--- src/psfp_pkg.sv ---
// Package for the particulate sensor frame parser.
// Holds frame constants, payload types and the decimal helper functions.
// No dependencies; every other file uses it.
`default_nettype none

package psfp_pkg;

  localparam int unsigned FRAME_BYTES = 32;   // legal range 12..64
  localparam int unsigned POS_W       = 6;
  localparam logic [POS_W-1:0] LAST_POS = POS_W'(FRAME_BYTES - 1);
  localparam logic [POS_W-1:0] CKHI_POS = POS_W'(FRAME_BYTES - 2);

  localparam logic [POS_W-1:0] POS_HUNT   = POS_W'(0);
  localparam logic [POS_W-1:0] POS_HDR2   = POS_W'(1);
  localparam logic [POS_W-1:0] POS_PM25_H = POS_W'(6);
  localparam logic [POS_W-1:0] POS_PM25_L = POS_W'(7);
  localparam logic [POS_W-1:0] POS_PM10_H = POS_W'(8);
  localparam logic [POS_W-1:0] POS_PM10_L = POS_W'(9);

  localparam logic [7:0] HDR_FIRST  = 8'h42;
  localparam logic [7:0] HDR_SECOND = 8'h4D;

  // ceil(2^24 / 100); exact quotient for every 16-bit dividend
  localparam logic [17:0] RECIP_100 = 18'd167773;
  // floor(x * 205 / 2^11) == x / 10 for x < 1029
  localparam logic [7:0]  RECIP_10  = 8'd205;

  typedef struct packed {
    logic [15:0] pm25_value;
    logic [15:0] pm10_value;
    logic        checksum_ok;
    logic [15:0] received_sum;
    logic [15:0] computed_sum;
    logic [9:0]  pm25_hundreds;
    logic [3:0]  pm25_tens;
    logic [3:0]  pm25_ones;
    logic [9:0]  pm10_hundreds;
    logic [3:0]  pm10_tens;
    logic [3:0]  pm10_ones;
  } psfp_result_t;

  // Frame record handed from the parser to the digit stage.
  typedef struct packed {
    logic [15:0] pm25;
    logic [15:0] pm10;
    logic [9:0]  pm25_hund;
    logic [9:0]  pm10_hund;
    logic [15:0] rec_sum;
    logic [15:0] calc_sum;
    logic        sum_ok;
  } psfp_frame_t;

  typedef struct packed {
    logic [3:0] tens;
    logic [3:0] ones;
  } psfp_digits_t;

  function automatic logic [9:0] div100_f(input logic [15:0] val);
    logic [33:0] prod;
    prod = 34'(val) * 34'(RECIP_100);
    return prod[33:24];
  endfunction

  // Tens and ones from a value and its quotient by 100.
  function automatic psfp_digits_t split_rem_f(input logic [15:0] val,
                                               input logic [9:0]  quo);
    logic [16:0]  q100;
    logic [16:0]  diff;
    logic [6:0]   rem;
    logic [14:0]  prod;
    logic [3:0]   tens;
    logic [6:0]   t10;
    psfp_digits_t res;
    q100 = {1'b0, quo, 6'b0} + {2'b0, quo, 5'b0} + {5'b0, quo, 2'b0};
    diff = {1'b0, val} - q100;
    rem  = diff[6:0];
    prod = 15'(rem) * 15'(RECIP_10);
    tens = prod[14:11];
    t10  = {tens, 3'b0} + {2'b0, tens, 1'b0};
    res.tens = tens;
    res.ones = 4'(rem - t10);
    return res;
  endfunction

endpackage

`default_nettype wire

--- src/psfp_if.sv ---
// Handshake interfaces for the frame parser: serial byte in, frame result out.
// Depends on psfp_pkg for the result payload type.
`default_nettype none

interface psfp_byte_if;
  logic       valid;
  logic       ready;
  logic [7:0] rx_byte;

  modport source (output valid, output rx_byte, input ready);
  modport sink   (input valid, input rx_byte, output ready);
endinterface

interface psfp_result_if;
  logic                  valid;
  logic                  ready;
  psfp_pkg::psfp_result_t result;

  modport source (output valid, output result, input ready);
  modport sink   (input valid, input result, output ready);
endinterface

`default_nettype wire

--- src/psfp_parser.sv ---
// Byte-level frame parser: header hunt, checksum sum, word capture.
// Registers a frame record (with quotients by 100) on the last byte. Uses psfp_pkg.
`default_nettype none

module psfp_parser (
  input  wire                  clk_i,
  input  wire                  rst_ni,
  psfp_byte_if.sink            rx_i,
  output logic                 frm_valid_o,
  input  wire                  frm_ready_i,
  output psfp_pkg::psfp_frame_t frm_o
);
  import psfp_pkg::*;

  logic [POS_W-1:0] pos_q, pos_d;
  logic [15:0]      sum_q, sum_d;
  logic [15:0]      pm25_q, pm25_d;
  logic [15:0]      pm10_q, pm10_d;
  logic [7:0]       ckhi_q, ckhi_d;
  logic             frm_valid_q, frm_valid_d;
  psfp_frame_t      frm_q, frm_d;
  logic             acc;
  logic             load;
  logic [7:0]       b;
  logic [15:0]      rec;

  assign rx_i.ready = !frm_valid_q || frm_ready_i;
  assign acc        = rx_i.valid && rx_i.ready;
  assign b          = rx_i.rx_byte;
  assign rec        = {ckhi_q, b};

  always_comb begin
    pos_d  = pos_q;
    sum_d  = sum_q;
    pm25_d = pm25_q;
    pm10_d = pm10_q;
    ckhi_d = ckhi_q;
    load   = 1'b0;
    if (acc) begin
      if (pos_q == POS_HUNT) begin
        if (b == HDR_FIRST) begin
          pos_d  = POS_HDR2;
          sum_d  = 16'(HDR_FIRST);
          pm25_d = '0;
          pm10_d = '0;
          ckhi_d = '0;
        end
      end else if (pos_q == POS_HDR2) begin
        if (b == HDR_SECOND) begin
          sum_d = sum_q + 16'(b);
          pos_d = pos_q + POS_W'(1);
        end else begin
          // a repeated first header byte restarts the frame
          pos_d  = (b == HDR_FIRST) ? POS_HDR2 : POS_HUNT;
          sum_d  = (b == HDR_FIRST) ? 16'(HDR_FIRST) : '0;
          pm25_d = '0;
          pm10_d = '0;
          ckhi_d = '0;
        end
      end else if (pos_q < CKHI_POS) begin
        sum_d = sum_q + 16'(b);
        if (pos_q == POS_PM25_H) pm25_d[15:8] = b;
        if (pos_q == POS_PM25_L) pm25_d[7:0]  = b;
        if (pos_q == POS_PM10_H) pm10_d[15:8] = b;
        if (pos_q == POS_PM10_L) pm10_d[7:0]  = b;
        pos_d = pos_q + POS_W'(1);
      end else if (pos_q == CKHI_POS) begin
        ckhi_d = b;
        pos_d  = pos_q + POS_W'(1);
      end else begin
        load   = 1'b1;
        pos_d  = POS_HUNT;
        sum_d  = '0;
        pm25_d = '0;
        pm10_d = '0;
        ckhi_d = '0;
      end
    end
  end

  always_comb begin
    frm_d.pm25      = pm25_q;
    frm_d.pm10      = pm10_q;
    frm_d.pm25_hund = div100_f(pm25_q);
    frm_d.pm10_hund = div100_f(pm10_q);
    frm_d.rec_sum   = rec;
    frm_d.calc_sum  = sum_q;
    frm_d.sum_ok    = (rec == sum_q);
  end

  always_comb begin
    frm_valid_d = frm_valid_q;
    if (load) begin
      frm_valid_d = 1'b1;
    end else if (frm_ready_i) begin
      frm_valid_d = 1'b0;
    end
  end

  always_ff @(posedge clk_i or negedge rst_ni) begin
    if (!rst_ni) begin
      pos_q       <= POS_HUNT;
      sum_q       <= '0;
      pm25_q      <= '0;
      pm10_q      <= '0;
      ckhi_q      <= '0;
      frm_valid_q <= 1'b0;
    end else begin
      pos_q       <= pos_d;
      sum_q       <= sum_d;
      pm25_q      <= pm25_d;
      pm10_q      <= pm10_d;
      ckhi_q      <= ckhi_d;
      frm_valid_q <= frm_valid_d;
    end
  end

  always_ff @(posedge clk_i) begin
    if (load) begin
      frm_q <= frm_d;
    end
  end

  assign frm_valid_o = frm_valid_q;
  assign frm_o       = frm_q;

`ifndef NO_ASSERTIONS
  a_pos_range: assert property (@(posedge clk_i) disable iff (!rst_ni)
    pos_q <= LAST_POS)
    else $error("frame position past last byte");

  a_wrap: assert property (@(posedge clk_i) disable iff (!rst_ni)
    (acc && pos_q == LAST_POS) |=> (pos_q == POS_HUNT && frm_valid_q))
    else $error("last byte did not close the frame");

  a_hunt_clear: assert property (@(posedge clk_i) disable iff (!rst_ni)
    (pos_q == POS_HUNT) |-> (sum_q == '0 && pm25_q == '0 && pm10_q == '0))
    else $error("state not cleared while hunting");

  a_hdr_sum: assert property (@(posedge clk_i) disable iff (!rst_ni)
    (pos_q == POS_HDR2) |-> (sum_q == 16'(HDR_FIRST)))
    else $error("running sum wrong after first header byte");
`endif

endmodule

`default_nettype wire

--- src/psfp_digits.sv ---
// Decimal split and result register for one parsed frame.
// Uses psfp_pkg helpers; drives the result interface.
`default_nettype none

module psfp_digits (
  input  wire                   clk_i,
  input  wire                   rst_ni,
  input  wire                   frm_valid_i,
  output logic                  frm_ready_o,
  input  wire psfp_pkg::psfp_frame_t frm_i,
  psfp_result_if.source         res_o
);
  import psfp_pkg::*;

  logic         out_valid_q, out_valid_d;
  psfp_result_t res_q, res_d;
  psfp_digits_t d25, d10;
  logic         load;

  assign frm_ready_o = !out_valid_q || res_o.ready;
  assign load        = frm_valid_i && frm_ready_o;

  assign d25 = split_rem_f(frm_i.pm25, frm_i.pm25_hund);
  assign d10 = split_rem_f(frm_i.pm10, frm_i.pm10_hund);

  always_comb begin
    res_d.pm25_value    = frm_i.pm25;
    res_d.pm10_value    = frm_i.pm10;
    res_d.checksum_ok   = frm_i.sum_ok;
    res_d.received_sum  = frm_i.rec_sum;
    res_d.computed_sum  = frm_i.calc_sum;
    res_d.pm25_hundreds = frm_i.pm25_hund;
    res_d.pm25_tens     = d25.tens;
    res_d.pm25_ones     = d25.ones;
    res_d.pm10_hundreds = frm_i.pm10_hund;
    res_d.pm10_tens     = d10.tens;
    res_d.pm10_ones     = d10.ones;
  end

  always_comb begin
    out_valid_d = out_valid_q;
    if (load) begin
      out_valid_d = 1'b1;
    end else if (res_o.ready) begin
      out_valid_d = 1'b0;
    end
  end

  always_ff @(posedge clk_i or negedge rst_ni) begin
    if (!rst_ni) begin
      out_valid_q <= 1'b0;
    end else begin
      out_valid_q <= out_valid_d;
    end
  end

  always_ff @(posedge clk_i) begin
    if (load) begin
      res_q <= res_d;
    end
  end

  assign res_o.valid  = out_valid_q;
  assign res_o.result = res_q;

`ifndef NO_ASSERTIONS
  a_digit_range: assert property (@(posedge clk_i) disable iff (!rst_ni)
    out_valid_q |-> (res_q.pm25_tens <= 4'd9 && res_q.pm25_ones <= 4'd9 &&
                     res_q.pm10_tens <= 4'd9 && res_q.pm10_ones <= 4'd9))
    else $error("decimal digit out of range");

  a_pm25_recombine: assert property (@(posedge clk_i) disable iff (!rst_ni)
    out_valid_q |-> (20'(res_q.pm25_hundreds) * 20'd100 + 20'(res_q.pm25_tens) * 20'd10
                     + 20'(res_q.pm25_ones) == 20'(res_q.pm25_value)))
    else $error("PM2.5 digits do not recombine");

  a_pm10_recombine: assert property (@(posedge clk_i) disable iff (!rst_ni)
    out_valid_q |-> (20'(res_q.pm10_hundreds) * 20'd100 + 20'(res_q.pm10_tens) * 20'd10
                     + 20'(res_q.pm10_ones) == 20'(res_q.pm10_value)))
    else $error("PM10 digits do not recombine");
`endif

endmodule

`default_nettype wire

--- src/particulate_sensor_frame_parser_top.sv ---
// Top level of the particulate sensor frame parser.
// Instantiates psfp_parser and psfp_digits; uses psfp_pkg and psfp_if.
//
//  channel | dir | beat payload                         | handshake
//  --------+-----+--------------------------------------+-------------------
//  rx_i    | in  | rx_byte[7:0], one serial byte        | valid/ready
//  res_o   | out | psfp_result_t, one per closed frame  | valid/ready
//
// Throughput is one byte per cycle while rx_i.ready is high; the byte
// counter, running sum and captured words update in the cycle the beat
// is taken. The last byte of a frame reaches the result through the frame
// register after the quotient-by-100 multiply, then the result register
// after the digit split. Both stages are valid/ready registers, so bytes
// keep flowing while a result waits; rx_i.ready drops only when both
// stages hold a frame and res_o is not ready. Reset (rst_ni low,
// asynchronous) clears the counter to header hunt and empties both stages.
`default_nettype none

module particulate_sensor_frame_parser_top (
  input  wire           clk_i,
  input  wire           rst_ni,
  psfp_byte_if.sink     rx_i,
  psfp_result_if.source res_o
);
  import psfp_pkg::*;

  // parsed frame record between the parser and the digit stage
  logic        frm_valid;
  logic        frm_ready;
  psfp_frame_t frm;

  psfp_parser u_parser (
    .clk_i       (clk_i),
    .rst_ni      (rst_ni),
    .rx_i        (rx_i),
    .frm_valid_o (frm_valid),
    .frm_ready_i (frm_ready),
    .frm_o       (frm)
  );

  // quotient-to-digits split and the output register
  psfp_digits u_digits (
    .clk_i       (clk_i),
    .rst_ni      (rst_ni),
    .frm_valid_i (frm_valid),
    .frm_ready_o (frm_ready),
    .frm_i       (frm),
    .res_o       (res_o)
  );

endmodule

`default_nettype wire
--- src/flat_wrapper.sv ---
// flat-port wrapper written by rule: the top's interface ports become plain ports
module particulate_sensor_frame_parser_top_flat import psfp_pkg::*;
  (clk_i, rst_ni, rx_i_valid, rx_i_rx_byte, rx_i_ready, res_o_valid, res_o_result, res_o_ready);
  psfp_byte_if rx_i_i ();
  psfp_result_if res_o_i ();
  input  wire clk_i;
  input  wire rst_ni;
  input wire logic [$bits(rx_i_i.valid)-1:0] rx_i_valid;
  input wire logic [$bits(rx_i_i.rx_byte)-1:0] rx_i_rx_byte;
  output wire logic [$bits(rx_i_i.ready)-1:0] rx_i_ready;
  output wire logic [$bits(res_o_i.valid)-1:0] res_o_valid;
  output wire logic [$bits(res_o_i.result)-1:0] res_o_result;
  input wire logic [$bits(res_o_i.ready)-1:0] res_o_ready;
  assign rx_i_i.valid = rx_i_valid;
  assign rx_i_i.rx_byte = rx_i_rx_byte;
  assign rx_i_ready = rx_i_i.ready;
  assign res_o_valid = res_o_i.valid;
  assign res_o_result = res_o_i.result;
  assign res_o_i.ready = res_o_ready;
  particulate_sensor_frame_parser_top u_core (.clk_i(clk_i), .rst_ni(rst_ni), .rx_i(rx_i_i), .res_o(res_o_i));
endmodule
--- config.mk ---
export PLATFORM = sky130hd
export DESIGN_NAME = particulate_sensor_frame_parser_top_flat
export DESIGN_NICKNAME = d
export VERILOG_FILES = /design/src/psfp_pkg.sv /design/src/psfp_if.sv /design/src/psfp_parser.sv /design/src/psfp_digits.sv /design/src/particulate_sensor_frame_parser_top.sv /design/src/flat_wrapper.sv
export SDC_FILE = /design/constraint.sdc
export NUM_CORES = 1
export LEC_CHECK = 0
export ABC_AREA = 1
export BUFFER_PORTS_ARGS = -buffer_cell sky130_fd_sc_hd__buf_2
export CAP_MARGIN = 30
export CORE_MARGIN = 2
export CORE_UTILIZATION = 30
export DETAILED_ROUTE_END_ITERATION = 10
export GPL_TIMING_DRIVEN = 0
export PLACE_DENSITY = 0.52
export SYNTH_ARGS = -nofsm -noshare
export SYNTH_HDL_FRONTEND = slang
export SYNTH_SLANG_ARGS = --single-unit
--- constraint.sdc ---
create_clock -name clk_i -period 6 [get_ports clk_i]
set_input_delay 0.6 -clock clk_i [delete_from_list [all_inputs] [get_ports clk_i]]
set_output_delay 0.6 -clock clk_i [all_outputs]
set_load 0.005 [all_outputs]
==> results.md <==
Setup path:
- The worst register-to-register path begins at u_core.u_parser.pm25_q[4].
- The worst path required time is about 6.4 ns.
- STA classifies the critical path endpoint as a flop.
- For flop-to-flop paths, the worst setup slack is 0.19 ns.
- The critical path ends at u_core.u_parser.frm_o[51].
- The data arrival time of the critical path is 6.15 ns.
- The critical register-to-register path endpoint is u_core.u_parser.frm_o[51].
- Tracing the worst setup path back leads to its startpoint at u_core.u_parser.pm25_q[4].
- The startpoint kind of the worst setup timing path is a flop.
- Counting cells, the worst reg-to-reg path comes to 18.
- The worst setup path is of the flop to flop kind.
- In this run the worst path has a maximum fanout of 7.

Cells and area:
- The multi-input combinational cells in the finished layout cover a total of about 14000 um2.
- Fill cells in the final layout number between 7000 and 8000.
- The fraction of layout cells with a size suffix above 1 is between 10 and 15%.
- The layout overhead on the synthesized area is 14.29%.
- The area of all placed cells without fillers is ~26000 um2.
- At the end of the flow, the number of nets in the layout was between 3000 and 4000.
- The antenna diode count is 0.
- The sequential cells in the finished layout cover a total of 7189 um2.

Logic synthesis:
- The distinct cell type count of the synthesized netlist is 44.
- The biggest area contributor in the post-synthesis netlist is edfxtp_1.
- In the post-synthesis netlist, the biggest area contributors are edfxtp_1, ha_1, fa_1, inv_1, dfrtp_1.
- The most frequent cell after synthesis is inv_1.
- Summing every instance area after synthesis gives 22850 um2.
- The area share of the leading cell type in the synthesized netlist is around 24%.
- Dividing the synthesized area by the synthesized cell count gives 9.961 um2.
- The count of warnings emitted by yosys is 0.
- The sequential fraction of the synthesis area is 31.45%.
- The number of instances in the synthesized netlist is around 2300.
- Among all flip-flop cells after synthesis, the most frequent one is edfxtp_1.
- By count the netlist is led by inv_1, ha_1, nand2_1, fa_1, edfxtp_1.
- The fraction of registers with async set or reset after synthesis is about a quarter.
- The number of flops mapped to enable cells by yosys is between 150 and 200.
- The number of nets in the synthesized netlist is between 2000 and 3000.
- The synthesis-stage register bit count is 250.

Floorplan:
- After floorplanning, the core was divided into 101 placement rows.
- roughly 120 I/O pins were placed.
- Measured along the y axis, the die boundary spans 280.0 um.
- For this configuration, the core starts out at a cell density of 30.19%.
- From left edge to right edge, the die measures between 200 and 300 um.
- In this run the standard cell core region covers ~76000 um2.
- The die outline area is roughly 78000 um2.

STA:
- The shortest period the worst path allows is slightly below 6 ns.
- After layout, the worst path uses a little over nine tenths of the clock period.
- The total count of max-transition violations in the final report is 0.
- Final hold analysis gives a worst-case slack of ~0.11 ns.
- The final count of hold timing violations is 0.
- The worst slew margin relative to its limit is 41.36%.
- The setup TNS after final layout is 0 ns.
- The fmax is roughly 0.17 GHz.
- The actual transition at the worst max-transition pin is approximately 0.88 ns.
- Setup violations remaining at the end of the flow were counted as 0.
- On the final layout, the worst clock skew is about 0.017 ns.

Route:
- Once detail routing completed, the nets flagged for antenna violations numbered 0.
- Dividing the detail-routed wire length by the instance count gives 16.15 um.
- The number of vias per cell after detailed routing is around 4.5.
- The number of remaining DRC errors is 0.
- The detailed router's first-iteration violation count is 970.
- The routed layout has 15690 vias.
- The total iterations of the first detailed-routing run is 5.
- The total wire length is approximately 56000 um.

Global route:
- After global routing the overflow that remains totals 0.
- The number of antenna violations at the first check in global routing was 2.
- The overall global routing resource usage is 14.39%.
- The first global-routing pass estimated roughly 90000 um of wire.
- The number of global-route vias before repair is 16330.
- The pin count of the biggest net entering global routing is 65.

Placement:
- Routability-driven placement finished with a final weighted congestion of about 0.91.
- During placement, the flow inserted port buffers numbering 114.
- The HPWL after detailed placement is 46830 um.
- In this run the cell area measured after placement is ~25000 um2.

Clocking:
- The clock-pin slew reported for the worst setup and hold paths after clock tree synthesis is approximately 0.060 ns.
- The clock reaches the later pin of the worst-skew pair after 0.61 ns.
- The total clock sinks is 250.
- TritonCTS created 31 clock buffers.
- The CTS tree is done.
- The root cell of the clock tree is clkbuf_16.
- Buffers inserted to repair hold after CTS numbered 0.
- In this run the deepest clock path goes through 3 buffers.
- The total number of H-tree levels is 1.

Job:
- Max-cap violations in this run came to 0.

Outcome:
- The flow ran to the end, and the final reports show no timing, DRC or antenna violations.

Min path:
- The class of the worst hold path is input pin to async pin.
worst max-delay path, stage by stage, from the launching register on:
cell and delay, ns:
dfrtp_1 0.55, fa_1 0.63, inv_1 0.08, fa_1 0.49, inv_1 0.05, fa_1 0.51, inv_1 0.06, fa_1 0.55
fa_1 0.52, inv_1 0.05, fa_1 0.44, ha_1 0.33, nand2_1 0.13, nor2_1 0.15, nand4_1 0.08, o21ai_0 0.57
nand3_1 0.19, nand3_1 0.11, nand2_1 0.06
registers in the layout, summed over array words and instances (netlist names):
register                      count
u_core.u_parser.pm25_q           16
u_core.u_parser.ckhi_q            8
u_core.u_parser.sum_q            16
u_core.u_parser.pos_q             6
u_core.u_digits.res_o.result    101
u_core.u_parser.frm_o            85
u_core.u_digits.res_o.valid       1
u_core.u_parser.pm10_q           16
u_core.u_parser.frm_valid_o       1
kinds of logic after synthesis:
family	count (synthesis)	share of synthesized area, %
adders and majority gates	598	40.01
and+or+nand+nor	582	10.92
buffers and inverters	557	9.325
AOI/OAI and AO/OA	260	6.489
DFF	250	31.45
xor gates and xnor gates	47	1.802
layout make-up:
cell class | instances | area share [%]
clock inverter | 23 | 0.9822
inverter | 546 | 7.848
tap | 978 | 4.686
sequential | 250 | 27.53
clock buffer | 35 | 3.066
timing repair buffer | 130 | 3.066
multi-input combinational | 1487 | 52.51
buffer | 11 | 0.3114
worst min-delay path by stage:
stage | start | endpoint | slack (ns) | depth (start not counted)
CTS | rst_ni | u_core.u_parser.pm10_q[5] | 0.14 | 1
floorplan | rst_ni | u_core.u_digits.res_o.valid | 0.30 | 0
global route | rst_ni | u_core.u_parser.ckhi_q[6] | 0.18 | 1
finish | rst_ni | u_core.u_parser.ckhi_q[6] | 0.11 | 1
detailed placement | u_core.u_parser.frm_o[76] | u_core.u_digits.res_o.result[92] | 0.40 | 0
global placement | u_core.u_parser.frm_o[18] | u_core.u_digits.res_o.result[53] | 0.40 | 0
through the flow:
step / utilization (%) / cells / setup slack, ns
after floorplan: - / 2294 / 0.7180
after global placement: 32.56 / 3386 / -1.829
after detailed placement: 32.78 / 3393 / -0.05557
after CTS: 34.18 / 3451 / 0.007207
after global routing: 34.50 / 3460 / -0.02262
final: 34.50 / 3460 / 0.1949
per-layer routing:
layer | up-vias | track usage, % | part of all wire (%)
li1 | 7711 | - | -
met2 | 266 | 24.88 | 49
met3 | 58 | 2.048 | 3.7
met4 | 0 | 3.044 | 2.1
met1 | 7650 | 19.11 | 45
met5 | - | 0 | 0
cell usage in the layout, fill, tap and decap left out, types with 31 or more instances in the layout:
cell type,Yosys,layout
nand3_1,61,61
fa_1,221,221
dfrtp_1,64,62
o21ai_0,81,79
nand2_1,325,325
a21oi_1,94,91
ha_1,377,366
inv_1,540,539
edfxtp_1,186,186
buf_2,2,115
clkbuf_16,0,31
nor2_1,118,117
timing repair:
item,CTS,global route
endpoints found under the setup margin,1,8
buffers inserted,0,9
gates resized for setup,2,27
pin swaps,0,13
Power is left out: the tool's default activity adds up to more than one toggle a clock period on the data nets, which glitch-free logic cannot reach.
